`src/rtl/skle_pkg.sv`:
```
package skle_pkg;

    // Defaults for the top-level parameters
    localparam int DEPTH_DEF     = 16;
    localparam int KEY_WIDTH_DEF = 32;

    // Fixed field widths of the stream items
    localparam int OP_BITS    = 3;
    localparam int KEY_BITS   = 32;
    localparam int IDX_BITS   = 5;
    localparam int STAT_BITS  = 3;
    localparam int S_DATA_W   = 48;  // key + position + stop_index, byte padded
    localparam int M_DATA_W   = 48;  // key_out + index_out + count, byte padded

    typedef enum logic [OP_BITS-1:0] {
        OP_INSERT    = 3'd0,
        OP_POP_FRONT = 3'd1,
        OP_POP_BACK  = 3'd2,
        OP_FIND      = 3'd3,
        OP_REMOVE    = 3'd4
    } t_op;

    typedef enum logic [STAT_BITS-1:0] {
        ST_OK       = 3'd0,
        ST_FULL     = 3'd1,
        ST_EMPTY    = 3'd2,
        ST_NOTFOUND = 3'd3,
        ST_BADIDX   = 3'd4
    } t_status;

endpackage

```
`src/rtl/sorted_key_list_engine.sv`:
```
// Sorted key list engine. Holds up to DEPTH keys in a two-port store,
// always in order: smallest first, or largest first when the descending_order
// register (written on the cfg channel, only while the block is idle) is set.
// One input item carries an operation in s_axis_tuser (insert, pop front,
// pop back, find over [position, stop_index), remove at index) and gives
// exactly one result item on the m side with status in m_axis_tuser and the
// key, index and new count in m_axis_tdata. Items are handled one at a time:
// s_axis_tready is high only while the engine is idle. Operations walk the
// key store one entry per cycle through its read and write ports, so
// latency is set by that walk: insert walks the whole list, remove walks
// from position to the end (pop front from zero), find from position
// until stop_index or an early stop, pop back reads only the last entry,
// and a rejected or unknown operation walks none. A finished result sits
// in an output register, so the next item is taken while it waits for
// m_axis_tready. No clearing pass runs after reset; the store needs none.
module sorted_key_list_engine #(
    parameter int DEPTH     = skle_pkg::DEPTH_DEF,
    parameter int KEY_WIDTH = skle_pkg::KEY_WIDTH_DEF
) (
    input  logic                          i_clk,
    input  logic                          i_rst_n,
    // configuration: descending_order
    input  logic                          i_cfg_valid,
    output logic                          o_cfg_ready,
    input  logic                          i_cfg_data,
    // request stream
    input  logic                          s_axis_tvalid,
    output logic                          s_axis_tready,
    // [31:0] key, [36:32] position, [41:37] stop_index, [47:42] zero
    input  logic [skle_pkg::S_DATA_W-1:0] s_axis_tdata,
    // [2:0] operation
    input  logic [skle_pkg::OP_BITS-1:0]  s_axis_tuser,
    // result stream
    output logic                          m_axis_tvalid,
    input  logic                          m_axis_tready,
    // [31:0] key_out, [36:32] index_out, [41:37] count, [47:42] zero
    output logic [skle_pkg::M_DATA_W-1:0] m_axis_tdata,
    // [2:0] status
    output logic [skle_pkg::STAT_BITS-1:0] m_axis_tuser
);
    import skle_pkg::*;

    // Store width: keys are cut to KEY_WIDTH bits, and never exceed the port.
    localparam int SW = (KEY_WIDTH < KEY_BITS) ? KEY_WIDTH : KEY_BITS;
    localparam int IW = (DEPTH > 1) ? $clog2(DEPTH) : 1;
    localparam int CW = $clog2(DEPTH + 1);
    // walk counters must hold both count and the 5-bit index fields
    localparam int JW = (CW > IDX_BITS) ? CW : IDX_BITS;

    typedef enum logic [1:0] {
        S_IDLE,
        S_WALK,
        S_FIN
    } t_state;

    // key store
    logic [SW-1:0] mem [DEPTH];

    // control
    t_state        r_state, n_state;
    logic [CW-1:0] r_count, n_count;
    logic          r_desc;
    logic          r_pv,    n_pv;      // r_rd holds the entry at r_p
    logic          r_ins,   n_ins;     // insert: new key already placed
    logic          r_m_valid, n_m_valid;

    // payload
    t_op           r_op,    n_op;
    logic [SW-1:0] r_key,   n_key;
    logic [JW-1:0] r_pos,   n_pos;
    logic [JW-1:0] r_stop,  n_stop;
    logic [JW-1:0] r_ra,    n_ra;      // read address being issued
    logic [JW-1:0] r_p,     n_p;       // index of the data in r_rd
    logic [SW-1:0] r_rd;
    logic [SW-1:0] r_carry, n_carry;   // insert: entry displaced one slot up
    t_status       r_status, n_status;
    logic [SW-1:0] r_kout,  n_kout;
    logic [JW-1:0] r_iout,  n_iout;
    t_status       r_m_status, n_m_status;
    logic [KEY_BITS-1:0] r_m_key, n_m_key;
    logic [IDX_BITS-1:0] r_m_idx, n_m_idx;
    logic [IDX_BITS-1:0] r_m_cnt, n_m_cnt;

    // store write port
    logic          w_we;
    logic [JW-1:0] w_wa;
    logic [SW-1:0] w_wd;

    logic [JW-1:0] w_cnt;
    logic          w_pre;   // stored entry goes before the search key
    logic          w_eq;
    logic          s_acc;
    logic [JW-1:0] w_in_pos, w_in_stop;

    assign w_cnt     = JW'(r_count);
    assign w_pre     = r_desc ? (r_rd > r_key) : (r_rd < r_key);
    assign w_eq      = (r_rd == r_key);
    assign s_acc     = s_axis_tvalid && (r_state == S_IDLE);
    assign w_in_pos  = JW'(s_axis_tdata[36:32]);
    assign w_in_stop = JW'(s_axis_tdata[41:37]);

    always_comb begin
        n_state    = r_state;
        n_count    = r_count;
        n_pv       = 1'b0;
        n_ins      = r_ins;
        n_m_valid  = r_m_valid;
        n_op       = r_op;
        n_key      = r_key;
        n_pos      = r_pos;
        n_stop     = r_stop;
        n_ra       = r_ra;
        n_p        = r_p;
        n_carry    = r_carry;
        n_status   = r_status;
        n_kout     = r_kout;
        n_iout     = r_iout;
        n_m_status = r_m_status;
        n_m_key    = r_m_key;
        n_m_idx    = r_m_idx;
        n_m_cnt    = r_m_cnt;
        w_we       = 1'b0;
        w_wa       = r_p;
        w_wd       = r_rd;

        if (r_m_valid && m_axis_tready) begin
            n_m_valid = 1'b0;
        end

        case (r_state)
            S_IDLE: begin
                if (s_acc) begin
                    n_key    = s_axis_tdata[SW-1:0];
                    n_pos    = w_in_pos;
                    n_stop   = w_in_stop;
                    n_status = ST_OK;
                    n_kout   = '0;
                    n_iout   = '0;
                    n_ins    = 1'b0;
                    n_state  = S_WALK;
                    case (s_axis_tuser)
                        OP_INSERT: begin
                            n_op = OP_INSERT;
                            n_ra = '0;
                            if (r_count >= CW'(DEPTH)) begin
                                n_status = ST_FULL;
                                n_state  = S_FIN;
                            end
                        end
                        OP_POP_FRONT: begin
                            // same walk as remove at index zero
                            n_op  = OP_REMOVE;
                            n_pos = '0;
                            n_ra  = '0;
                            if (r_count == '0) begin
                                n_status = ST_EMPTY;
                                n_state  = S_FIN;
                            end
                        end
                        OP_POP_BACK: begin
                            n_op = OP_POP_BACK;
                            n_ra = w_cnt - 1'b1;
                            if (r_count == '0) begin
                                n_status = ST_EMPTY;
                                n_state  = S_FIN;
                            end
                        end
                        OP_FIND: begin
                            n_op = OP_FIND;
                            n_ra = w_in_pos;
                            if (w_in_pos > w_in_stop || w_in_stop > w_cnt) begin
                                n_status = ST_BADIDX;
                                n_state  = S_FIN;
                            end
                        end
                        OP_REMOVE: begin
                            n_op = OP_REMOVE;
                            n_ra = w_in_pos;
                            if (w_in_pos >= w_cnt) begin
                                n_status = ST_BADIDX;
                                n_state  = S_FIN;
                            end
                        end
                        default: begin
                            n_op    = OP_INSERT;
                            n_state = S_FIN;
                        end
                    endcase
                end
            end

            S_WALK: begin
                // issue the next read every cycle; process the data from last
                n_ra = r_ra + 1'b1;
                n_p  = r_ra;
                n_pv = 1'b1;
                if (r_pv) begin
                    case (r_op)
                        OP_INSERT: begin
                            if (r_p == w_cnt) begin
                                // slot past the end: key or last carried entry
                                w_we    = 1'b1;
                                w_wd    = r_ins ? r_carry : r_key;
                                if (!r_ins) begin
                                    n_iout = r_p;
                                end
                                n_count = r_count + 1'b1;
                                n_state = S_FIN;
                            end else if (!r_ins && !w_pre) begin
                                w_we    = 1'b1;
                                w_wd    = r_key;
                                n_carry = r_rd;
                                n_ins   = 1'b1;
                                n_iout  = r_p;
                            end else if (r_ins) begin
                                w_we    = 1'b1;
                                w_wd    = r_carry;
                                n_carry = r_rd;
                            end
                        end
                        OP_POP_BACK: begin
                            n_kout  = r_rd;
                            n_iout  = r_p;
                            n_count = r_count - 1'b1;
                            n_state = S_FIN;
                        end
                        OP_FIND: begin
                            if (r_p == r_stop) begin
                                n_status = ST_NOTFOUND;
                                n_iout   = r_stop;
                                n_state  = S_FIN;
                            end else if (!w_pre) begin
                                if (w_eq) begin
                                    n_kout = r_rd;
                                    n_iout = r_p;
                                end else begin
                                    n_status = ST_NOTFOUND;
                                    n_iout   = r_stop;
                                end
                                n_state = S_FIN;
                            end
                        end
                        OP_REMOVE: begin
                            if (r_p == r_pos) begin
                                n_kout = r_rd;
                                n_iout = r_pos;
                            end else begin
                                // close the gap: move entry one slot down
                                w_we = 1'b1;
                                w_wa = r_p - 1'b1;
                            end
                            if (r_p == w_cnt - 1'b1) begin
                                n_count = r_count - 1'b1;
                                n_state = S_FIN;
                            end
                        end
                        default: begin
                            n_state = S_FIN;
                        end
                    endcase
                end
            end

            S_FIN: begin
                if (!r_m_valid || m_axis_tready) begin
                    n_m_valid  = 1'b1;
                    n_m_status = r_status;
                    n_m_key    = KEY_BITS'(r_kout);
                    n_m_idx    = r_iout[IDX_BITS-1:0];
                    n_m_cnt    = IDX_BITS'(r_count);
                    n_state    = S_IDLE;
                end
            end

            default: begin
                n_state = S_IDLE;
            end
        endcase
    end

    // state and control registers
    always_ff @(posedge i_clk) begin
        if (!i_rst_n) begin
            r_state   <= S_IDLE;
            r_count   <= '0;
            r_desc    <= 1'b0;
            r_pv      <= 1'b0;
            r_ins     <= 1'b0;
            r_m_valid <= 1'b0;
        end else begin
            r_state   <= n_state;
            r_count   <= n_count;
            r_pv      <= n_pv;
            r_ins     <= n_ins;
            r_m_valid <= n_m_valid;
            if (i_cfg_valid && o_cfg_ready) begin
                r_desc <= i_cfg_data;
            end
        end
    end

    // payload registers
    always_ff @(posedge i_clk) begin
        r_op       <= n_op;
        r_key      <= n_key;
        r_pos      <= n_pos;
        r_stop     <= n_stop;
        r_ra       <= n_ra;
        r_p        <= n_p;
        r_carry    <= n_carry;
        r_status   <= n_status;
        r_kout     <= n_kout;
        r_iout     <= n_iout;
        r_m_status <= n_m_status;
        r_m_key    <= n_m_key;
        r_m_idx    <= n_m_idx;
        r_m_cnt    <= n_m_cnt;
    end

    // key store: one write, one registered read per cycle
    always_ff @(posedge i_clk) begin
        if (w_we) begin
            mem[w_wa[IW-1:0]] <= w_wd;
        end
        r_rd <= mem[r_ra[IW-1:0]];
    end

    // order changes only between operations
    assign o_cfg_ready   = (r_state == S_IDLE);
    assign s_axis_tready = (r_state == S_IDLE);
    assign m_axis_tvalid = r_m_valid;
    assign m_axis_tuser  = r_m_status;
    assign m_axis_tdata  = {{(M_DATA_W - KEY_BITS - 2 * IDX_BITS){1'b0}},
                            r_m_cnt, r_m_idx, r_m_key};

endmodule

```
`config.mk`:
```
export PLATFORM = sky130hd
export DESIGN_NAME = sorted_key_list_engine
export DESIGN_NICKNAME = d
export VERILOG_FILES = /design/src/rtl/skle_pkg.sv /design/src/rtl/sorted_key_list_engine.sv
export SDC_FILE = /design/constraint.sdc
export NUM_CORES = 1
export LEC_CHECK = 0
export ABC_CLOCK_PERIOD_IN_PS = 5200
export BUFFER_PORTS_ARGS = -buffer_cell sky130_fd_sc_hd__buf_2
export CAP_MARGIN = 30
export CORE_MARGIN = 2
export CORE_UTILIZATION = 45
export CTS_CLUSTER_DIAMETER = 200
export CTS_CLUSTER_SIZE = 20
export DETAILED_ROUTE_END_ITERATION = 10
export GPL_ROUTABILITY_DRIVEN = 0
export PLACE_DENSITY = 0.6
export SETUP_SLACK_MARGIN = 0.4
export SKIP_LAST_GASP = 1
export SYNTH_ARGS = -nofsm -noshare
export SYNTH_HDL_FRONTEND = slang
export SYNTH_SLANG_ARGS = --single-unit
```
`constraint.sdc`:
```
create_clock -name i_clk -period 5.2 [get_ports i_clk]
set_input_delay 0.26 -clock i_clk [delete_from_list [all_inputs] [get_ports i_clk]]
set_output_delay 0.26 -clock i_clk [all_outputs]
set_load 0.02 [all_outputs]
```
==> impl_metrics.csv <==
group,metric,value,unit
outcome,status,"finished clean",
logic_synthesis,yosysUniqueCellTypes,69,
cells_and_area,num-fill-cells,5084,
cts,htree_levels,2,
logic_synthesis,synth_adder_area_share,0.02210,
floorplanning,start_util,0.4561,
setup_path,cp_max_fo,17,
logic_synthesis,synthesis.area,0.02888,mm^2
logic_synthesis,synth.area.top_cells,"sky130_fd_sc_hd__edfxtp_1 (71%), sky130_fd_sc_hd__mux4_2 (12%), sky130_fd_sc_hd__dfxtp_1 (3.0%)",
cells_and_area,syn_to_final_growth,11.82,%
logic_synthesis,synth-simple-area-share,0.04359,
timing,layout_setup_ws,865.5,ps
min_path,worstHoldEndpoint,"m_axis_tvalid$_SDFF_PN0_",
grt,grt-ovfl-total,0,
cells_and_area,diodes,0,
detailed_routing,avgViaCountPerCell,5.762,
logic_synthesis,number_of_enable_type_register_cells_in_the_synthesized_netlist,684,
timing,post-route-period-util,0.8336,
min_path,hold_path_stages,3,
timing,rsz0062_at_grt,"false",
setup_path,worstSetupStartpoint,"r_key[15]$_DFFE_PP_",
place,detailed_placement_hpwl,36.25,mm
grt,grt_pass1_vias,14511,
logic_synthesis,yosys.area_share.xor_xnor,0.008493,
timing,worst_clock_skew_on_the_final_layout,36.71,ps
cts,clock_transition_time_at_the_flip_flop_clock_pins_of_the_worst_setup_and_hold_paths,90,ps
grt,initial_antenna_violation_count,1,
logic_synthesis,ys.warnings.count,0,
grt,grt_start_max_net_pins,132,
setup_path,cp.required,5510,ps
logic_synthesis,synth_top_family_by_area,"multiplexers",
cts,clock-sinks,727,
setup_path,timing.rr.end,"mem[13][11]$_DFFE_PP_",
logic_synthesis,post_synth.cell_area_avg,19.55,um^2
grt,grt.total_usage,0.1988,
logic_synthesis,async_reset_ff_frac,0,
pwr,swShare,0.2374,
cts,cts_tree,"built",
setup_path,crit_family,"simple AND/OR/NAND/NOR gates",
place,detailedPlace.worstSlack,989.0,ps
timing,transition_time_at_the_pin_with_the_least_slew_margin,1005,ps
pwr,power.share.combinational,0.115,
run,drv.max_cap_violation_count,0,
detailed_routing,totalWireLength,65.23,mm
setup_path,cp_slowest_stage_delay,700,ps
timing,setup_violations,0,
pwr,power_switching,2778,uW
setup_path,path_class,"reg2reg",
cts,clk_latency,610,ps
logic_synthesis,synth_top_cells_by_count,"sky130_fd_sc_hd__edfxtp_1 (684), sky130_fd_sc_hd__mux4_2 (160), sky130_fd_sc_hd__inv_1 (53)",
logic_synthesis,synth_cells,1477,
floorplanning,design.die.area,0.06621,mm^2
timing,relSlewSlack,0.3302,
detailed_routing,detailroute.via_count,14411,
timing,hold_slack,55.42,ps
logic_synthesis,synth_compound_gate_area_share,0.03882,
place,port_buffers,98,
pwr,cellPowerDensity,362.4,mW/mm^2
cts,clock-root-buffer,"sky130_fd_sc_hd__clkbuf_16",
detailed_routing,ant_nets,0,
setup_path,timing.critical_path.buf_inv,2,
setup_path,reg2regPathDepth,11,
floorplanning,io_pins,111,
floorplanning,floorplan.core_area,0.06331,mm^2
place,cell_count_after_placement,2388,
logic_synthesis,ys_seq_area_frac,0.7411,
floorplanning,core.rowCount,92,
pwr,p_clk_frac,0.291,
setup_path,timing.critical_path.from_type,"register",
cells_and_area,nets,1736,
cells_and_area,instances_no_fill,2501,
min_path,min_path_type,"in2reg",
timing,setup-tns-final,0,ps
cells_and_area,sequential_cell_area,0.02140,mm^2
logic_synthesis,synth-seq-cells,727,
cts,clk_path_buf_depth,3,
timing,clock.fmax,230.7,MHz
setup_path,crit_path_end_kind,"register",
pwr,power.leakage,0.01063,uW
cts,post_cts_resized,0,
timing,finalMaxSlewViolations,0,
setup_path,path_cells,"inv_1 > ha_1 > nand4_1 > nor4_2 > a21boi_0 > o21ai_0 > o211a_4 > o21ai_4 > nor2_4 > buf_4 > a221o_1",
cts,cts_buffers,42,
floorplanning,die_w,257.3,um
cts,holdBufCountCts,42,
cells_and_area,post_route_cells_drive_above_1_share,0.2284,
cells_and_area,multi_input_comb_area,0.007072,mm^2
logic_synthesis,yosys.cell_count.top_type,"sky130_fd_sc_hd__edfxtp_1",
logic_synthesis,synth.largest_area_cell,"sky130_fd_sc_hd__edfxtp_1",
logic_synthesis,synth_mux_area_frac,0.1258,
pwr,p_total,11700,uW
detailed_routing,drt-initial-drc-count,1436,
logic_synthesis,synth_top_area_share,0.7113,
cts,cts_setup_buffers,0,
logic_synthesis,synth_flop_cell,"sky130_fd_sc_hd__edfxtp_1",
grt,grt_pass1_wl,96.39,mm
timing,timing_hold_violations_final,0,
pwr,p_seq_frac,0.594,
setup_path,crit_arrival,4640,ps
timing,finalCriticalPeriod,4335,ps
detailed_routing,wl_per_cell,26.08,um
setup_path,slowest_stage,"sky130_fd_sc_hd__nor4_2",
setup_path,rrSetupSlack,870,ps
min_path,min_from,"m_axis_tready",
pwr,max-vdd-ir-drop,0.1968,mV
setup_path,critical_path.reg2reg.startpoint,"r_key[15]$_DFFE_PP_",
floorplanning,die_height,257.3,um
detailed_routing,drt_pre_antenna_iters,5,
pwr,power.internal,8922,uW
detailed_routing,detail_route.drc_violations,0,
[state kept, by name (all words and copies together), names as in the netlist]
signal	cells
r_ra	5
mem	512
m_axis_tuser	3
r_count	5
r_key	32
r_op	3
r_ins	1
r_m_cnt	5
m_axis_tvalid	1
r_m_key	32
r_carry	32
r_pv	1
r_status	3
r_m_idx	5
r_state	2
r_p	5
r_kout	32
r_desc	1
r_iout	5
r_stop	5
r_pos	5
r_rd	32
[worst reg2reg max path, cell delays in order, from the launching register on]
cell                       delay [ps]
sky130_fd_sc_hd__edfxtp_1         380
sky130_fd_sc_hd__inv_1             50
sky130_fd_sc_hd__ha_1             340
sky130_fd_sc_hd__nand4_1          350
sky130_fd_sc_hd__nor4_2           700
sky130_fd_sc_hd__a21boi_0         190
sky130_fd_sc_hd__o21ai_0          180
sky130_fd_sc_hd__o211a_4          290
sky130_fd_sc_hd__o21ai_4           80
sky130_fd_sc_hd__nor2_4           550
sky130_fd_sc_hd__buf_4            420
sky130_fd_sc_hd__a221o_1          550
[per-layer routing]
layer,wire (um),vias up,global-route usage
met4,1115,0,0.04416
li1,-,6285,-
met3,4104,74,0.02384
met2,31700,493,0.3255
met5,0,-,0
met1,28320,7559,0.2888
[cells in the final DEF, fill, tap and decap left out, types with 29 or more instances in the layout]
cell type                         n
sky130_fd_sc_hd__edfxtp_1       684
sky130_fd_sc_hd__dfxtp_1         43
sky130_fd_sc_hd__and3_1          37
sky130_fd_sc_hd__dlygate4sd3_1   42
sky130_fd_sc_hd__inv_1           52
sky130_fd_sc_hd__clkbuf_16       43
sky130_fd_sc_hd__a21oi_1         32
sky130_fd_sc_hd__a221o_1         32
sky130_fd_sc_hd__buf_2           98
sky130_fd_sc_hd__and2_1          37
sky130_fd_sc_hd__nand2_1         32
sky130_fd_sc_hd__buf_4           29
sky130_fd_sc_hd__mux4_2         160
sky130_fd_sc_hd__ha_1            51
[cell type report]
type / instances / share of cell area
tap: 846 / 0.03278
sequential: 727 / 0.6628
inverter: 54 / 0.006278
clock inverter: 3 / 0.001511
timing repair buffer: 179 / 0.04139
clock buffer: 68 / 0.03623
multi-input combinational: 624 / 0.2190
[worst max path at each step]
stage | endpoint | depth (start not counted) | slack, ps
after floorplan | r_carry[0]$_DFFE_PP_ | 7 | 630
after global placement | mem[14][7]$_DFFE_PP_ | 11 | 1090
after detailed placement | mem[14][7]$_DFFE_PP_ | 11 | 990
after CTS | mem[0][11]$_DFFE_PP_ | 11 | 960
after global routing | mem[9][7]$_DFFE_PP_ | 11 | 750
final | mem[13][11]$_DFFE_PP_ | 11 | 870
[cells by family (layout without fill, tap and decap cells)]
family / count (synthesis) / after routing
AND/OR/NAND/NOR: 227 / 227
flip-flops: 727 / 727
AO/OA/AOI/OAI: 149 / 149
multiplexers: 163 / 163
adder cells (fa/ha/maj): 51 / 51
XOR/XNOR: 28 / 28
other: 1 / 6
buffers and inverters: 131 / 304
[power groups by stage]
stage / registers (uW) / clock network [uW] / logic [uW]
CTS: 6950 / 3500 / 1360
global route: 6970 / 3690 / 1470
floorplan: 7060 / 0 / 896
detailed placement: 7080 / 0 / 1330
global placement: 7080 / 0 / 1290
finish: 6950 / 3410 / 1340
[stage by stage]
stage | util | instance area (um^2)
CTS | 0.5100 | 32290
global route | 0.5100 | 32290
finish | 0.5100 | 32290
detailed placement | 0.4841 | 30650
global placement | 0.4837 | 30620
floorplan | - | 28890
Power figures use the tool's default switching activity.
